$ cat src/design/deq_pkg.sv
// Shared types and constants of the double-ended queue.
package deq_pkg;

  localparam int DATA_W   = 32;
  localparam int MODE_W   = 3;
  localparam int STATUS_W = 2;

  typedef enum logic [MODE_W-1:0] {
    MODE_PUSH_FRONT = 3'd0,
    MODE_PUSH_BACK  = 3'd1,
    MODE_POP_FRONT  = 3'd2,
    MODE_POP_BACK   = 3'd3,
    MODE_DUMP       = 3'd4
  } mode_t;

  typedef enum logic [STATUS_W-1:0] {
    STAT_OK    = 2'd0,
    STAT_EMPTY = 2'd1,
    STAT_FULL  = 2'd2
  } status_t;

  // Operation broadcast to every cell of the chain.
  typedef enum logic [2:0] {
    CELL_HOLD,
    CELL_SHR,
    CELL_SHL,
    CELL_ROT,
    CELL_APPEND
  } cell_op_t;

  typedef enum logic [1:0] {
    ST_IDLE,
    ST_ROTB,
    ST_POPB,
    ST_DUMP
  } state_t;

endpackage

$ cat src/design/deq_cell.sv
// One storage cell of the queue chain: a value and its occupied flag.
module deq_cell
  import deq_pkg::*;
(
  input  logic              clk,
  input  logic              rst_n,
  input  cell_op_t          op,
  input  logic [DATA_W-1:0] push_value,
  input  logic [DATA_W-1:0] left_data,
  input  logic              left_valid,
  input  logic [DATA_W-1:0] right_data,
  input  logic              right_valid,
  input  logic [DATA_W-1:0] head_data,
  output logic [DATA_W-1:0] data_o,
  output logic              valid_o
);

  logic [DATA_W-1:0] data_r, data_nxt;
  logic              valid_r, valid_nxt;

  always_comb begin
    data_nxt  = data_r;
    valid_nxt = valid_r;
    unique case (op)
      CELL_HOLD: begin
      end
      CELL_SHR: begin
        data_nxt  = left_data;
        valid_nxt = left_valid;
      end
      CELL_SHL: begin
        data_nxt  = right_data;
        valid_nxt = right_valid;
      end
      CELL_ROT: begin
        // The back cell wraps the head value around; the others shift toward the front.
        if (valid_r && !right_valid) begin
          data_nxt = head_data;
        end else if (valid_r) begin
          data_nxt = right_data;
        end
      end
      CELL_APPEND: begin
        if (!valid_r && left_valid) begin
          data_nxt  = push_value;
          valid_nxt = 1'b1;
        end
      end
      default: begin
      end
    endcase
  end

  always_ff @(posedge clk) begin
    if (!rst_n) begin
      valid_r <= 1'b0;
    end else begin
      valid_r <= valid_nxt;
    end
  end

  always_ff @(posedge clk) begin
    data_r <= data_nxt;
  end

  assign data_o  = data_r;
  assign valid_o = valid_r;

endmodule

$ cat src/design/double_ended_queue.sv
// Double-ended queue built as a chain of cells with the front entry in cell zero.
// Push front, push back and pop front act on the chain in the accept cycle and register their result.
// Pop back of more than one entry rotates the chain in ST_ROTB until the back entry is in cell zero,
// then pops it in ST_POPB once the output register is free, and the result is registered.
// Dump rotates the chain once per result, one entry per cycle when the output is taken.
// The output register lets a new transfer enter while a result is being taken.
// Synchronous active-low reset empties the queue and clears the output valid flag.
module double_ended_queue
  import deq_pkg::*;
#(
  parameter int DEPTH = 32
)
(
  input  logic                clk,
  input  logic                rst_n,
  input  logic                in_tvalid,
  output logic                in_tready,
  input  logic [DATA_W-1:0]   in_tdata,   // [31:0] value
  input  logic [MODE_W-1:0]   in_tuser,   // [2:0] mode
  output logic                out_tvalid,
  input  logic                out_tready,
  output logic [DATA_W-1:0]   out_tdata,  // [31:0] data
  output logic [STATUS_W-1:0] out_tuser,  // [1:0] status
  output logic                out_tlast
);

  localparam int CW = $clog2(DEPTH + 1);

  logic [DATA_W-1:0] cell_data  [DEPTH];
  logic              cell_valid [DEPTH];
  logic [DEPTH-1:0]  valid_vec;
  cell_op_t          cell_op;

  state_t            state_r, state_nxt;
  logic [CW-1:0]     count_r, count_nxt;
  logic [CW-1:0]     rem_r, rem_nxt;
  logic              out_valid_r, out_valid_nxt;
  logic [DATA_W-1:0] out_data_r, out_data_nxt;
  status_t           out_status_r, out_status_nxt;
  logic              out_last_r, out_last_nxt;

  logic              out_free;
  logic              accept;
  mode_t             mode;

  genvar gi;
  generate
    for (gi = 0; gi < DEPTH; gi++) begin : g_cell
      logic [DATA_W-1:0] l_data, r_data;
      logic              l_valid, r_valid;
      if (gi == 0) begin : g_first
        assign l_data  = in_tdata;
        assign l_valid = 1'b1;
      end else begin : g_mid_l
        assign l_data  = cell_data[gi-1];
        assign l_valid = cell_valid[gi-1];
      end
      if (gi == DEPTH - 1) begin : g_last
        assign r_data  = '0;
        assign r_valid = 1'b0;
      end else begin : g_mid_r
        assign r_data  = cell_data[gi+1];
        assign r_valid = cell_valid[gi+1];
      end
      deq_cell u_cell (
        .clk         (clk),
        .rst_n       (rst_n),
        .op          (cell_op),
        .push_value  (in_tdata),
        .left_data   (l_data),
        .left_valid  (l_valid),
        .right_data  (r_data),
        .right_valid (r_valid),
        .head_data   (cell_data[0]),
        .data_o      (cell_data[gi]),
        .valid_o     (cell_valid[gi])
      );
      assign valid_vec[gi] = cell_valid[gi];
    end
  endgenerate

  assign out_free  = !out_valid_r || out_tready;
  assign in_tready = (state_r == ST_IDLE) && out_free;
  assign accept    = in_tvalid && in_tready;
  assign mode      = mode_t'(in_tuser);

  always_comb begin
    state_nxt      = state_r;
    count_nxt      = count_r;
    rem_nxt        = rem_r;
    cell_op        = CELL_HOLD;
    out_valid_nxt  = out_valid_r && !out_tready;
    out_data_nxt   = out_data_r;
    out_status_nxt = out_status_r;
    out_last_nxt   = out_last_r;
    unique case (state_r)
      ST_IDLE: begin
        if (accept) begin
          unique case (mode)
            MODE_PUSH_FRONT, MODE_PUSH_BACK: begin
              out_valid_nxt = 1'b1;
              out_data_nxt  = '0;
              out_last_nxt  = 1'b1;
              if (count_r == CW'(DEPTH)) begin
                out_status_nxt = STAT_FULL;
              end else begin
                out_status_nxt = STAT_OK;
                cell_op        = (mode == MODE_PUSH_FRONT) ? CELL_SHR : CELL_APPEND;
                count_nxt      = count_r + CW'(1);
              end
            end
            MODE_POP_FRONT, MODE_POP_BACK: begin
              out_last_nxt = 1'b1;
              if (count_r == '0) begin
                out_valid_nxt  = 1'b1;
                out_data_nxt   = '0;
                out_status_nxt = STAT_EMPTY;
              end else if (mode == MODE_POP_FRONT || count_r == CW'(1)) begin
                out_valid_nxt  = 1'b1;
                out_data_nxt   = cell_data[0];
                out_status_nxt = STAT_OK;
                cell_op        = CELL_SHL;
                count_nxt      = count_r - CW'(1);
              end else begin
                // Bring the back entry round to cell zero first.
                state_nxt = ST_ROTB;
                rem_nxt   = count_r - CW'(1);
              end
            end
            MODE_DUMP: begin
              if (count_r == '0) begin
                out_valid_nxt  = 1'b1;
                out_data_nxt   = '0;
                out_status_nxt = STAT_EMPTY;
                out_last_nxt   = 1'b1;
              end else begin
                state_nxt = ST_DUMP;
                rem_nxt   = count_r;
              end
            end
            default: begin
            end
          endcase
        end
      end
      ST_ROTB: begin
        cell_op = CELL_ROT;
        rem_nxt = rem_r - CW'(1);
        if (rem_r == CW'(1)) begin
          state_nxt = ST_POPB;
        end
      end
      ST_POPB: begin
        if (out_free) begin
          cell_op        = CELL_SHL;
          count_nxt      = count_r - CW'(1);
          out_valid_nxt  = 1'b1;
          out_data_nxt   = cell_data[0];
          out_status_nxt = STAT_OK;
          out_last_nxt   = 1'b1;
          state_nxt      = ST_IDLE;
        end
      end
      ST_DUMP: begin
        // A full rotation over all held entries leaves the order as it was.
        if (out_free) begin
          cell_op        = CELL_ROT;
          out_valid_nxt  = 1'b1;
          out_data_nxt   = cell_data[0];
          out_status_nxt = STAT_OK;
          out_last_nxt   = (rem_r == CW'(1));
          rem_nxt        = rem_r - CW'(1);
          if (rem_r == CW'(1)) begin
            state_nxt = ST_IDLE;
          end
        end
      end
      default: begin
        state_nxt = ST_IDLE;
      end
    endcase
  end

  always_ff @(posedge clk) begin
    if (!rst_n) begin
      state_r     <= ST_IDLE;
      count_r     <= '0;
      rem_r       <= '0;
      out_valid_r <= 1'b0;
    end else begin
      state_r     <= state_nxt;
      count_r     <= count_nxt;
      rem_r       <= rem_nxt;
      out_valid_r <= out_valid_nxt;
    end
  end

  always_ff @(posedge clk) begin
    out_data_r   <= out_data_nxt;
    out_status_r <= out_status_nxt;
    out_last_r   <= out_last_nxt;
  end

  assign out_tvalid = out_valid_r;
  assign out_tdata  = out_data_r;
  assign out_tuser  = out_status_r;
  assign out_tlast  = out_last_r;

`ifndef SYNTHESIS
  a_count_matches_cells: assert property (@(posedge clk) disable iff (!rst_n)
    $countones(valid_vec) == int'(count_r))
    else $error("entry count disagrees with occupied cells");

  a_ready_only_idle: assert property (@(posedge clk) disable iff (!rst_n)
    in_tready |-> (state_r == ST_IDLE))
    else $error("input ready outside idle state");

  a_busy_nonempty: assert property (@(posedge clk) disable iff (!rst_n)
    (state_r == ST_DUMP || state_r == ST_ROTB) |-> (rem_r != '0 && count_r != '0))
    else $error("rotation pass running on empty queue");
`endif

endmodule

$ cat config.mk
export PLATFORM = sky130hd
export DESIGN_NAME = double_ended_queue
export DESIGN_NICKNAME = d
export VERILOG_FILES = /design/src/design/deq_pkg.sv /design/src/design/deq_cell.sv /design/src/design/double_ended_queue.sv
export SDC_FILE = /design/constraint.sdc
export NUM_CORES = 2
export LEC_CHECK = 0
export BUFFER_PORTS_ARGS = -buffer_cell sky130_fd_sc_hd__buf_2
export CAP_MARGIN = 40
export CORE_ASPECT_RATIO = 1.2
export CORE_MARGIN = 1
export CORE_UTILIZATION = 40
export DETAILED_ROUTE_END_ITERATION = 8
export MAX_ROUTING_LAYER = met4
export PLACE_DENSITY_LB_ADDON = 0.2
export SLEW_MARGIN = 20
export SYNTH_ARGS = -nofsm -noshare
export SYNTH_HDL_FRONTEND = slang
export SYNTH_HIERARCHICAL = 1
export SYNTH_SLANG_ARGS = --single-unit
$ cat constraint.sdc
create_clock -name clk -period 30.1 [get_ports clk]
set_input_delay 9.03 -clock clk [delete_from_list [all_inputs] [get_ports clk]]
set_output_delay 9.03 -clock clk [all_outputs]
set_load 0.01 [all_outputs]
==> summary.md <==
| Metric | Value |
|---|---|
| Predominant post-synthesis flop cell | `edfxtp_1` |
| Cell Area, Synth | `85630 sq um` |
| Final WL | `approximately 340000 microns` |
| Register area | `between 30000 and 40000 sq um` |
| Core occupancy in the finished layout | `between 40% and 50%` |
| Critical path arrival | `~9.9 ns` |
| EDFF count, synth | `about 1100` |
| CP Capture Type | `output pin` |
| CTS tree | `yes` |
| Area contributors post-synth | `edfxtp_1, o22a_1, a2bb2oi_1, a21oi_2, nand2_1` |
| # fillers | `approximately 20000` |
| Crit path buf inv count | `2` |
| Worst vdd ir | `between 0.07 and 0.08 mV` |
| DRC | `0` |
| Fin nets | `around 8700` |
| Vias | `between 70000 and 80000` |
| Layout cell share with drive strength beyond 1 | `19.87%` |
| Die H | `508.8 microns` |
| Synth Instances | `8954` |
| Yosys reg bits | `about 1100` |
| RSZ-0062 raised after global routing | `false` |
| Die Area | `~220000 sq um` |
| Status | `completed` |
| Worst skew pair latency | `about 0.83 ns` |
| # resized after CTS | `0` |
| Worst hold path type | `register to register` |
| Slew @ Worst Pin | `0.9589 ns` |
| WS Path Type | `input pin to output pin` |
| Tot Pwr | `roughly 0.0095 W` |
| Setup_tns | `0 ns` |
| Final slew viol count | `0` |
| H-tree Lvls | `4` |
| Crit path time final | `about 19 ns` |
| DP Worst Slack | `roughly 11 ns` |
| Hpwl dp | `approximately 210000 microns` |
| Multi-input gate area in the final layout | `47340 sq um` |
| Synth cell types | `55` |
| Final WS setup | `11.21 ns` |
| Share of the yosys chip area belonging to registers | `a little under two fifths` |
| Vias in the first global route | `between 70000 and 80000` |
| RePlAce Congestion | `between 0.9 and 1` |
| Num ports | `76` |
| Hold-fix buffers, CTS | `0` |
| Pwr per Cell Area | `roughly 100 nW/um^2` |
| Max Cap Viol | `0` |
| Initial core utilization | `between 40 and 50%` |
| Antenna viol nets, final | `0` |
| TritonRoute pass-1 iters | `6` |
| Fin crit share | `between 60% and 70%` |
| CTS root buffer | `clkbuf_16` |
| Synthesis-to-finish area growth | `6.756%` |
| Tot GR Track Use | `a little under a third` |
| Initial DRC count | `~8700` |
| Final Hold Vio Count | `0` |
| IO Port Bufs | `75` |
| CP Data Required Time | `21.07 ns` |
| Gr ovfl total | `0` |
| Critical Path Start Type | `input pin` |
| Crit-path cells | `buf_2 > nor2b_1 > nor3_1 > buf_2` |
| Slew headroom | `between 30 and 40%` |
| Setup violations, final | `0` |
| CP Max Fanout | `5` |
| FMAX | `around 53 MHz` |
| Synth async-reset ratio | `0%` |
| Number of CTS-inserted buffers | `between 100 and 150` |
| Vias/cell | `about 6.4` |
| Leak pwr | `between 30 and 40 nW` |
| Std-Cell Rows | `185` |
| Cell family with most CP delay | `simple AND/OR/NAND/NOR gates` |
| Share of the synthesized area in the top cell type | `a little under two fifths` |
| Post-synth top area cell | `edfxtp_1` |
| Largest net degree at the start of global routing | `between 150 and 200` |
| Synth Area per Inst | `around 9.6 sq um` |
| Crit-path slowest cell | `nor2b_1` |
| Max Root-Sink Buffers | `3` |
| Clock Skews | `approximately 0.031 ns` |
| Chip Width | `424.4 microns` |
| First-pass GRT wire length | `a little under 500000 microns` |
| # clock sinks | `between 1000 and 1500` |
| Core Region | `212300 sq um` |
| Clk slew on worst S/H paths | `around 0.060 ns` |
| Post-CTS setup buffers | `0` |
| Most common cell in the netlist | `nand2_1` |
| CP most frequent cell | `buf_2` |
| Initial antenna violation count | `6` |
| Routed len/inst | `~29 microns` |
| Slowest Stage Delay on Critical Path | `approximately 0.46 ns` |
| Synth warn | `6` |
| Post-synth top cells | `nand2_1, nand2b_1, edfxtp_1` |
[final cells by class]
class	instances	share of cell area (%)
timing repair buffer	328	3.648
clock buffer	194	4.211
multi-input combinational	7061	51.79
sequential	1106	35.82
tap	2805	3.839
clock inverter	61	0.5078
antenna	9	0.02464
inverter	41	0.1683
[power by group]
group | total, W | switching (W) | internal [W]
Clock | 0.00166 | 0.000739 | 0.000923
Sequential | 0.00356 | 0.000864 | 0.00270
Combinational | 0.00431 | 0.00272 | 0.00159
Total | 0.00954 | 0.00432 | 0.00521
[state kept, by name (all words and copies together), names as in the netlist]
register and count:
g_cell.u_cell/data_o 1024, g_cell.u_cell/valid_o 32, out_tdata 32, count_r 6, rem_r 6, out_tuser 2
state_r 2, out_tlast 1, out_tvalid 1
[worst register-to-register path: stages, from the launching register on]
cell      delay [ns]
dfxtp_1         0.48
inv_1           0.15
ha_1            0.28
nand2b_1        0.26
nor2_1          0.14
nor2_1          0.17
a31oi_1         0.15
o21ai_4         0.15
buf_4           0.63
buf_4           0.74
buf_4           0.70
buf_4           0.35
buf_16          0.26
nor2b_4         0.30
buf_4           0.47
nand2_4         0.53
a21oi_1         0.31
o22a_1          0.17
[layer usage]
layer,vias up,global-route usage (%),part of all wire (%)
li1,32330,-,-
met1,37050,39.49,40
met2,4047,46.62,44
met3,870,4.719,8.6
met4,0,18.25,6.6
met5,-,-,0
[final timing paths]
| check | start | endpoint | slack, ns | depth (start not counted) |
|---|---|---|---|---|
| setup / recovery | out_tready | in_tready | 11.21 | 4 |
| hold / removal | rem_r[5] | rem_r[5] | 0.51 | 2 |
| setup reg to reg | count_r[0] | g_cell[30].u_cell/data_o[14] | 23.77 | 17 |
| hold reg to reg | rem_r[5] | rem_r[5] | 0.51 | 2 |
[metrics by stage]
step	std cells	instance area, sq um	hold slack, ns
global route	11600	91400	0.5272
detailed placement	11330	86850	0.5020
global placement	11280	85600	0.4825
CTS	11590	91160	0.5103
finish	11610	91420	0.5102
floorplan	9021	85880	0.4667
[layout by cell type (no fill, tap or decap), drive strengths merged, types with 33 or more instances in the layout]
master,n
conb,69
nor3b,35
edfxtp,1059
dfxtp,47
clkinv,54
o21ai,76
o22a,1025
nor2b,100
a2bb2oi,1024
a211oi,33
nand2b,1094
nand2,2192
a21oi,1102
o31ai,38
buf,327
nor2,172
clkbuf,195
inv,45
[cells by family after synthesis]
group,synth area share [%]
other cells,0.008770
fa+ha+maj,0.07306
mux,0.04676
xor+xnor,0.1023
compound gates,32.89
simple gates,21.09
flops,38.24
buf+inv,7.554
No activity file was read; power rests on OpenSTA's default activity.
